--- src/hdl/fbfl_pkg.sv ---
// Shared constants and types of the fixed block free list allocator.
package fbfl_pkg;

  localparam int unsigned NUM_BLOCKS_DEF = 64;

  localparam int unsigned INDEX_FIELD_W = 6;
  localparam int unsigned COUNT_FIELD_W = 7;
  localparam int unsigned STATUS_FIELD_W = 2;

  localparam int unsigned INDEX_FIELD_VALUES = 2 ** INDEX_FIELD_W;

  typedef logic [STATUS_FIELD_W-1:0] status_t;

  localparam status_t STATUS_OK        = 2'd0;
  localparam status_t STATUS_EXHAUSTED = 2'd1;
  localparam status_t STATUS_UNDERFLOW = 2'd2;

  localparam logic CMD_ALLOC = 1'b0;
  localparam logic CMD_FREE  = 1'b1;

endpackage

--- src/hdl/fixed_block_free_list_allocator_unit.sv ---
// Top level of the fixed block free list allocator.
//
//   Channel  Direction  Handshake          Word
//   in_      input      in_valid/in_stall  in_cmd, in_block_index
//   out_     output     out_valid/out_stall out_granted_index, out_status, out_in_use
//
// A free or a failed request is answered straight from S_IDLE; a successful
// allocate passes through S_POP as well, because the next link of the head comes
// from a registered read of the link memory at the head address. After reset the
// link memory is initialized by a sweep over all NUM_BLOCKS entries, during which
// in_stall stays high. The result word is registered; a new word is accepted in
// the cycle the previous result is taken.
module fixed_block_free_list_allocator_unit #(
  parameter int unsigned NUM_BLOCKS = fbfl_pkg::NUM_BLOCKS_DEF
) (
  input  logic                                clk,
  input  logic                                rst_n,
  input  logic                                in_valid,
  output logic                                in_stall,
  input  logic                                in_cmd,
  input  logic [fbfl_pkg::INDEX_FIELD_W-1:0]  in_block_index,
  output logic                                out_valid,
  input  logic                                out_stall,
  output logic [fbfl_pkg::INDEX_FIELD_W-1:0]  out_granted_index,
  output fbfl_pkg::status_t                   out_status,
  output logic [fbfl_pkg::COUNT_FIELD_W-1:0]  out_in_use
);

  import fbfl_pkg::*;

  localparam int unsigned IDX_W = $clog2(NUM_BLOCKS);
  localparam int unsigned CNT_W = $clog2(NUM_BLOCKS + 1);
  localparam logic [CNT_W-1:0] FULL_COUNT = CNT_W'(NUM_BLOCKS);

  typedef enum logic {
    S_IDLE,
    S_POP
  } state_t;

  state_t                    state_r;
  state_t                    state_nxt;
  logic [IDX_W-1:0]          head_r;
  logic [IDX_W-1:0]          head_nxt;
  logic [CNT_W-1:0]          count_r;
  logic [CNT_W-1:0]          count_nxt;
  logic                      out_valid_r;
  logic                      out_valid_nxt;
  logic [INDEX_FIELD_W-1:0]  out_granted_r;
  logic [INDEX_FIELD_W-1:0]  out_granted_nxt;
  status_t                   out_status_r;
  status_t                   out_status_nxt;
  logic [COUNT_FIELD_W-1:0]  out_in_use_r;
  logic [COUNT_FIELD_W-1:0]  out_in_use_nxt;

  logic                      accept;
  logic                      ram_ready;
  logic                      ram_we;
  logic [IDX_W-1:0]          ram_rd_data;
  logic [IDX_W-1:0]          idx_mod;

  fbfl_link_ram #(
    .NUM_BLOCKS(NUM_BLOCKS),
    .IDX_W     (IDX_W)
  ) u_link_ram (
    .clk    (clk),
    .rst_n  (rst_n),
    .wr_en  (ram_we),
    .wr_addr(idx_mod),
    .wr_data(head_r),
    .rd_addr(head_r),
    .rd_data(ram_rd_data),
    .ready  (ram_ready)
  );

  // Freed indices wrap around the pool size.
  always_comb begin
    idx_mod = '0;
    for (int k = 0; k < INDEX_FIELD_VALUES; k++) begin
      if (in_block_index == INDEX_FIELD_W'(k)) begin
        idx_mod = IDX_W'(k % NUM_BLOCKS);
      end
    end
  end

  assign in_stall = !ram_ready || (state_r != S_IDLE) || (out_valid_r && out_stall);
  assign accept   = in_valid && !in_stall;
  assign ram_we   = accept && (in_cmd == CMD_FREE) && (count_r != '0);

  always_comb begin
    state_nxt       = state_r;
    head_nxt        = head_r;
    count_nxt       = count_r;
    out_valid_nxt   = out_valid_r && out_stall;
    out_granted_nxt = out_granted_r;
    out_status_nxt  = out_status_r;
    out_in_use_nxt  = out_in_use_r;

    case (state_r)
      S_IDLE: begin
        if (accept) begin
          if (in_cmd == CMD_ALLOC) begin
            if (count_r == FULL_COUNT) begin
              out_valid_nxt   = 1'b1;
              out_granted_nxt = '0;
              out_status_nxt  = STATUS_EXHAUSTED;
              out_in_use_nxt  = COUNT_FIELD_W'(count_r);
            end else begin
              state_nxt = S_POP;
            end
          end else begin
            out_valid_nxt   = 1'b1;
            out_granted_nxt = '0;
            if (count_r == '0) begin
              out_status_nxt = STATUS_UNDERFLOW;
              out_in_use_nxt = '0;
            end else begin
              head_nxt       = idx_mod;
              count_nxt      = count_r - 1'b1;
              out_status_nxt = STATUS_OK;
              out_in_use_nxt = COUNT_FIELD_W'(count_r - 1'b1);
            end
          end
        end
      end
      S_POP: begin
        head_nxt        = ram_rd_data;
        count_nxt       = count_r + 1'b1;
        out_valid_nxt   = 1'b1;
        out_granted_nxt = INDEX_FIELD_W'(head_r);
        out_status_nxt  = STATUS_OK;
        out_in_use_nxt  = COUNT_FIELD_W'(count_r + 1'b1);
        state_nxt       = S_IDLE;
      end
      default: begin
        state_nxt = S_IDLE;
      end
    endcase
  end

  always_ff @(posedge clk) begin
    if (!rst_n) begin
      state_r     <= S_IDLE;
      head_r      <= '0;
      count_r     <= '0;
      out_valid_r <= 1'b0;
    end else begin
      state_r     <= state_nxt;
      head_r      <= head_nxt;
      count_r     <= count_nxt;
      out_valid_r <= out_valid_nxt;
    end
    out_granted_r <= out_granted_nxt;
    out_status_r  <= out_status_nxt;
    out_in_use_r  <= out_in_use_nxt;
  end

  assign out_valid         = out_valid_r;
  assign out_granted_index = out_granted_r;
  assign out_status        = out_status_r;
  assign out_in_use        = out_in_use_r;

endmodule

--- src/hdl/fbfl_link_ram.sv ---
// Next-link memory of the free list with its initialization sweep.
module fbfl_link_ram #(
  parameter int unsigned NUM_BLOCKS = fbfl_pkg::NUM_BLOCKS_DEF,
  parameter int unsigned IDX_W      = $clog2(NUM_BLOCKS)
) (
  input  logic             clk,
  input  logic             rst_n,
  input  logic             wr_en,
  input  logic [IDX_W-1:0] wr_addr,
  input  logic [IDX_W-1:0] wr_data,
  input  logic [IDX_W-1:0] rd_addr,
  output logic [IDX_W-1:0] rd_data,
  output logic             ready
);

  localparam logic [IDX_W-1:0] LAST_ADDR = IDX_W'(NUM_BLOCKS - 1);

  logic [IDX_W-1:0] mem [NUM_BLOCKS];
  logic [IDX_W-1:0] clr_addr_r;
  logic [IDX_W-1:0] clr_addr_nxt;
  logic             ready_r;
  logic             ready_nxt;
  logic             mem_we;
  logic [IDX_W-1:0] mem_waddr;
  logic [IDX_W-1:0] mem_wdata;
  logic [IDX_W-1:0] rd_data_r;

  always_comb begin
    clr_addr_nxt = clr_addr_r;
    ready_nxt    = ready_r;
    if (!ready_r) begin
      if (clr_addr_r == LAST_ADDR) begin
        ready_nxt = 1'b1;
      end else begin
        clr_addr_nxt = clr_addr_r + 1'b1;
      end
    end
  end

  always_comb begin
    if (!ready_r) begin
      mem_we    = 1'b1;
      mem_waddr = clr_addr_r;
      mem_wdata = (clr_addr_r == LAST_ADDR) ? '0 : clr_addr_r + 1'b1;
    end else begin
      mem_we    = wr_en;
      mem_waddr = wr_addr;
      mem_wdata = wr_data;
    end
  end

  always_ff @(posedge clk) begin
    if (!rst_n) begin
      clr_addr_r <= '0;
      ready_r    <= 1'b0;
    end else begin
      clr_addr_r <= clr_addr_nxt;
      ready_r    <= ready_nxt;
    end
  end

  always_ff @(posedge clk) begin
    if (mem_we) begin
      mem[mem_waddr] <= mem_wdata;
    end
    rd_data_r <= mem[rd_addr];
  end

  assign rd_data = rd_data_r;
  assign ready   = ready_r;

endmodule

--- config.mk ---
export PLATFORM = sky130hd
export DESIGN_NAME = fixed_block_free_list_allocator_unit
export DESIGN_NICKNAME = d
export VERILOG_FILES = /design/src/hdl/fbfl_pkg.sv /design/src/hdl/fixed_block_free_list_allocator_unit.sv /design/src/hdl/fbfl_link_ram.sv
export SDC_FILE = /design/constraint.sdc
export NUM_CORES = 1
export LEC_CHECK = 0
export ABC_AREA = 1
export CORE_ASPECT_RATIO = 1.1
export CORE_MARGIN = 2
export CORE_UTILIZATION = 45
export CTS_CLUSTER_SIZE = 20
export DETAILED_ROUTE_END_ITERATION = 7
export DONT_BUFFER_PORTS = 1
export SLEW_MARGIN = 0
export SYNTH_ARGS = -nofsm -noshare
export SYNTH_HDL_FRONTEND = slang
export SYNTH_SLANG_ARGS = --single-unit
--- constraint.sdc ---
create_clock -name clk -period 4.85 [get_ports clk]
set_input_delay 0.97 -clock clk [delete_from_list [all_inputs] [get_ports clk]]
set_output_delay 0.97 -clock clk [all_outputs]
set_load 0.05 [all_outputs]
# [Word-level counts from Yosys, hierarchy flattened]
# Memory sizes are Yosys's and may differ from the RTL's. A register that Yosys moved wholly into a read port is not among the register bits.
# Cells that the tools add are included.
[classes] add_sub_neg=3 multipliers=0 div=0 magnitude_cmp=0 eq_ne=69 shifts=0 muxes=101 n_bitwise=3 n_reduce_logical=13
[op_table] op="6-bit two-way mux" n=69
[op_table] op="6-bit == test (second input constant)" n=33
[op_table] op="6-bit by 5-bit == test with 1-bit output (second input constant)" n=16
[op_table] op="7-bit two-way mux" n=7
[op_table] op="6-bit by 4-bit == test with 1-bit output (second input constant)" n=8
[op_table] op="7-bit one-hot mux with 2 select lines" n=2
[op_table] op="6-bit by 3-bit == test with 1-bit output (second input constant)" n=4
[op_table] op="6-bit one-hot mux with 2 select lines" n=2
[op_table] op="6-bit by 2-bit == test with 1-bit output (second input constant)" n=2
[op_table] op="1-bit two-way mux" n=12
[op_table] op="2-bit two-way mux" n=6
[op_table] op="7-bit by 1-bit adder with 7-bit output (second input constant)" n=1
[op_table] op="7-bit == test (second input constant)" n=1
[op_table] op="7-bit zero test" n=1
[op_table] op="7-bit nonzero test" n=1
[op_table] op="7-bit by 1-bit subtractor with 7-bit output (second input constant)" n=1
[op_table] op="6-bit by 1-bit adder with 6-bit output (second input constant)" n=1
[op_table] op="6-bit by 1-bit == test with 1-bit output (second input constant)" n=1
[op_table] op="2-bit != test (second input constant)" n=3
[op_table] op="1-bit logical AND" n=4
[op_table] op="1-bit one-hot mux with 2 select lines" n=2
[op_table] op="2-bit one-hot mux with 2 select lines" n=1
[op_table] op="2-bit AND reduction" n=2
[op_table] op="3-bit != test (second input constant)" n=1
[op_table] op="4 further kinds" n=8
[totals] reg_bits=37 latchBits=0 ram_bits=384 mem_bits_ro=0 in_bits=11 out_inout_bits=17 word_cells=199 n_memories=1
[mem_list] name="u_link_ram.mem" words=64 width=6 read_ports=1 rd_ports_with_merged_regs=1 wr=1 line="fbfl_link_ram.sv:18" source="logic [IDX_W-1:0] mem [NUM_BLOCKS];"

# [Depth between registers and ports, before layout]
[logic_depth] ltp_word=68 ltp_mapped=12

# [By module]
# Synthesis repeated with hierarchy kept, for this count alone.
[unflattened] hier_cells=1670 area_unflattened_um2=18078.6
[by_module_without_submodules] module="fbfl_link_ram" n_inst=1 cells_per_inst=1445 area_each_um2=16353.2
[by_module_without_submodules] module="fixed_block_free_list_allocator_unit" n_inst=1 cells_per_inst=225 area_each_um2=1725.4

# [Worst setup path after synthesis]
# Ideal clock, no wire load.
[synth_timing] path_type="register to register" startpoint="register head_r[2]" endpoint="memory u_link_ram.mem[0][2] (netlist name) (data pin)" setup_time_ns=0.702 t_arrival_ns=3.421 required_ns=4.148 path_slack_ns=0.727 path_stages_with_launch=6 n_path_buf=3 cell_sequence="dfxtp_1 > clkbuf_1 > inv_1 > buf_2 > buf_2 > o21ai_0"
[synth_between] elab_chain_len=1
[synth_rtl] element="from (decl)" line="fixed_block_free_list_allocator_unit.sv:42" source="logic [IDX_W-1:0] head_r;"
[synth_rtl] element="from (signal assigned)" line="fixed_block_free_list_allocator_unit.sv:148" source="head_r <= head_nxt;"
[synth_rtl] element="6-bit two-way mux" line="fbfl_link_ram.sv:41" source="if (!ready_r) begin"
[synth_rtl] element="named net u_link_ram.mem_wdata[2]" line="fbfl_link_ram.sv:25" source="logic [IDX_W-1:0] mem_wdata;"
[synth_rtl] element="to (decl)" line="fbfl_link_ram.sv:18"
# The timed path passes the listed nets, and every way through them passes these cells.

# [Worst setup path after layout]
[layout_timing] startpoint="register u_link_ram.ready_r, in the netlist u_link_ram.ready" endpoint="output port in_stall"
[layout_between] elab_chain_len=3
[layout_rtl] element="from (decl)" line="fbfl_link_ram.sv:21" source="logic ready_r;"
[layout_rtl] element="from (signal assigned)" line="fbfl_link_ram.sv:58" source="ready_r <= ready_nxt;"
[layout_rtl] element="1-bit zero test"
[layout_rtl] element="1-bit logical OR (2 in series)" line="fixed_block_free_list_allocator_unit.sv:85" source="assign in_stall = !ram_ready || (state_r != S_IDLE) || (out_valid_r && out_stall);"
[layout_rtl] element="to (decl)" line="fixed_block_free_list_allocator_unit.sv:19" source="output logic in_stall,"
# No other way between the ends.

==> results.md <==
* worst-path fanout max: 18
* residual DRC count: 0
* biggest area contributors in the synthesized netlist: sky130_fd_sc_hd__edfxtp_1, sky130_fd_sc_hd__nand2_1, sky130_fd_sc_hd__nand3_1
* first-pass GRT wire length: 68500 um
* crit path time final: 2.98 ns
* ys async rst share: 0%
* Max IR drop VDD: 0.211 mV
* Clk Latency, worst-skew pair: 0.56 ns
* total buffers and inverters traversed by the critical path: 0
* number of rows created at floorplan: 77
* list of most frequent post-synthesis cells: sky130_fd_sc_hd__nand2_1, sky130_fd_sc_hd__edfxtp_1, sky130_fd_sc_hd__nand3_1
* die footprint: 41900 sq um
* slew at the pin closest to its max-slew limit: 1.14 ns
* diode insertion count for antenna repair: 0
* CP max stage cell: sky130_fd_sc_hd__dfxtp_1
* cell area power density: 381 nW/um^2
* post_cts resized: 0
* TritonCTS buffer count: 44
* number of DRC markers after the initial detailed-route iteration: 1118
* post-route fraction of the period consumed by the critical path: 61.4%
* Overflow after GRT: 0
* ports placed on the boundary: 28
* critical path class: reg -> out
* FMAX: 336 MHz
* synthesis-stage register bit count: 427
* cell taking the most area after synthesis: sky130_fd_sc_hd__edfxtp_1
* max_cap viols: 0
* core region area: 40000 sq um
* Setup Buffers After CTS: 0
* number of global-route vias before repair: 11700
* number of warnings reported in the yosys synthesis log: 0
* Inst Count DP: 2080
* effective utilization at floorplan: 45.3%
* Post-Syn Instances: 1643
* total of endpoints with negative setup slack in the final report: 0
* count of nets after finishing: 1628
* number of distinct standard cells referenced by the synthesized netlist: 36
* Final TNS setup: 0 ns
* Via-to-Cell Ratio: 5.51
* Arr. time, crit path: 2.01 ns
* HPWL Detailed: 26200 um
* Rel. slew slack: 23.9%
* height of the die: 214 um
* clock transition at the registers of the reported paths: 0.06 ns
* share of synthesized area occupied by flip-flops and latches: 69.3%
* leakage power total: 7.10 nW
* Largest delay share family, worst path: flip-flops
* detail-routed net length per standard cell: 20.4 um
* final standard cell count with taps included and fillers excluded: 2159
* Mapped Area: 18100 sq um
* pin count of the biggest net entering global routing: 99
* DRT Wirelength: 44100 um
* Largest stage delay, worst path: 0.84 ns
* Global Route Usage Sum: 21.4%
* startpoint types: flip-flop
* post-synthesis average cell area: 11.0 sq um
* area overhead of the layout relative to synthesis: 9.89%
* remaining antenna violation count: 0
* setup skew after layout: 0.0205 ns
* total number of H-tree levels: 2
* type of element capturing the critical path: output port
* Max Transition Viols Final: 0
* CTS Hold Bufs: 0
* Post-synth EDFFs: 399
* most frequent cell after synthesis: sky130_fd_sc_hd__nand2_1
* share of cells above drive strength 1: 7.72%
* via total after detailed routing: 11900
* run status: complete, no violations
* number of antenna violations at the first check in global routing: 0
* path class of the lowest-slack min-delay path: reg -> reg
* Main synth FF type: sky130_fd_sc_hd__edfxtp_1
* post-synthesis net count: 1658
* fraction of post-synthesis cell area in the top cell type by area: 66.2%
* root cell of the clock tree: sky130_fd_sc_hd__clkbuf_16
* clock sink count: 427
* Worst Path Required: 3.88 ns
* RSZ-0062 raised after global routing: no
* detailed-router iteration count before antenna repair: 5
* number of port buffers: 0
* Die Span X: 195 um
* Clock Path Buffers: 3
* final weighted congestion of routability-driven global placement: 0.849
* clock tree from TritonCTS: yes
* Final Hold Violating Endpoints: 0
* critical path cell sequence: nand3_1
-- report_power, final --
part	leakage, nW	switching, W	total (W)	internal, W
Sequential	3.86	0.0000103	0.00408	0.00407
Clock	0.688	0.00135	0.00332	0.00196
Combinational	2.55	0.000163	0.000191	0.0000288
-- cell type report --
cell class	instances	area (sq um)
clock inverter	19	205
inverter	41	159
timing repair buffer	18	148
tap	513	642
sequential	427	12600
multi-input combinational	1081	4980
clock buffer	60	1210
fill	3495	20100
-- through the flow --
stage          total power [W]  area (sq um)  hold WS [ns]  utilization (%)  worst slack, ns
2_1_floorplan          0.00425         18100         0.459                -            0.727
3_3_place_gp           0.00435         18500         0.493             46.2             1.82
3_5_place_dp           0.00435         18500         0.493             46.2             1.86
4_1_cts                0.00764         19900         0.503             49.8             1.87
5_1_grt                0.00779         19900         0.531             49.8             1.65
6_report               0.00759         19900         0.502             49.8             1.87
-- layer usage --
metal | part of all wire [%] | track usage, %
met5 | 0 | 0
met4 | 2.9 | 7.30
met1 | 43 | 28.6
met2 | 48 | 35.6
met3 | 6.8 | 3.59
-- sequential cells by signal, summed over array words and instances (netlist names) --
name / count
head_r: 6
u_link_ram.clr_addr_r: 6
state_r: 1
out_granted_index: 6
u_link_ram.mem: 384
out_status: 2
u_link_ram.rd_data: 6
out_in_use: 7
count_r: 7
u_link_ram.ready: 1
out_valid: 1
-- cells by family (layout without fill, tap and decap cells) --
group	Yosys count	after routing	synth area share (%)
AOI/OAI and AO/OA	55	55	1.84
xor gates and xnor gates	5	5	0.242
adders and majority gates	4	4	0.276
buffers and inverters	135	138	3.61
DFF	427	427	69.3
muxes	1	1	0.0553
and+or+nand+nor	1016	1016	24.7
-- path summary, 6_finish.rpt --
path                                                from                       end  slack, ns  depth (start not counted)
worst max register to register          u_link_ram.ready     u_link_ram.mem[43][3]       1.87                          4
worst min-delay path            u_link_ram.clr_addr_r[3]  u_link_ram.clr_addr_r[3]       0.50                          2
worst max-delay path                    u_link_ram.ready                  in_stall       1.87                          1
worst min register to register  u_link_ram.clr_addr_r[3]  u_link_ram.clr_addr_r[3]       0.50                          2
-- cells in the final DEF (no fill, tap or decap), types with 6 or more instances in the layout --
master	synthesis	layout
sky130_fd_sc_hd__nand2_1	552	552
sky130_fd_sc_hd__edfxtp_1	399	399
sky130_fd_sc_hd__nand3_1	340	340
sky130_fd_sc_hd__nor2_1	95	95
sky130_fd_sc_hd__clkbuf_16	0	46
sky130_fd_sc_hd__inv_1	36	36
sky130_fd_sc_hd__dfxtp_1	28	25
sky130_fd_sc_hd__o21ai_0	29	23
sky130_fd_sc_hd__buf_4	11	17
sky130_fd_sc_hd__clkbuf_1	28	13
sky130_fd_sc_hd__a21oi_1	8	8
sky130_fd_sc_hd__a21oi_2	8	8
sky130_fd_sc_hd__nand3_4	8	8
sky130_fd_sc_hd__nand2_2	7	7
sky130_fd_sc_hd__clkinv_2	0	7
sky130_fd_sc_hd__o21ai_4	0	6
Power figures use the tool's default switching activity.
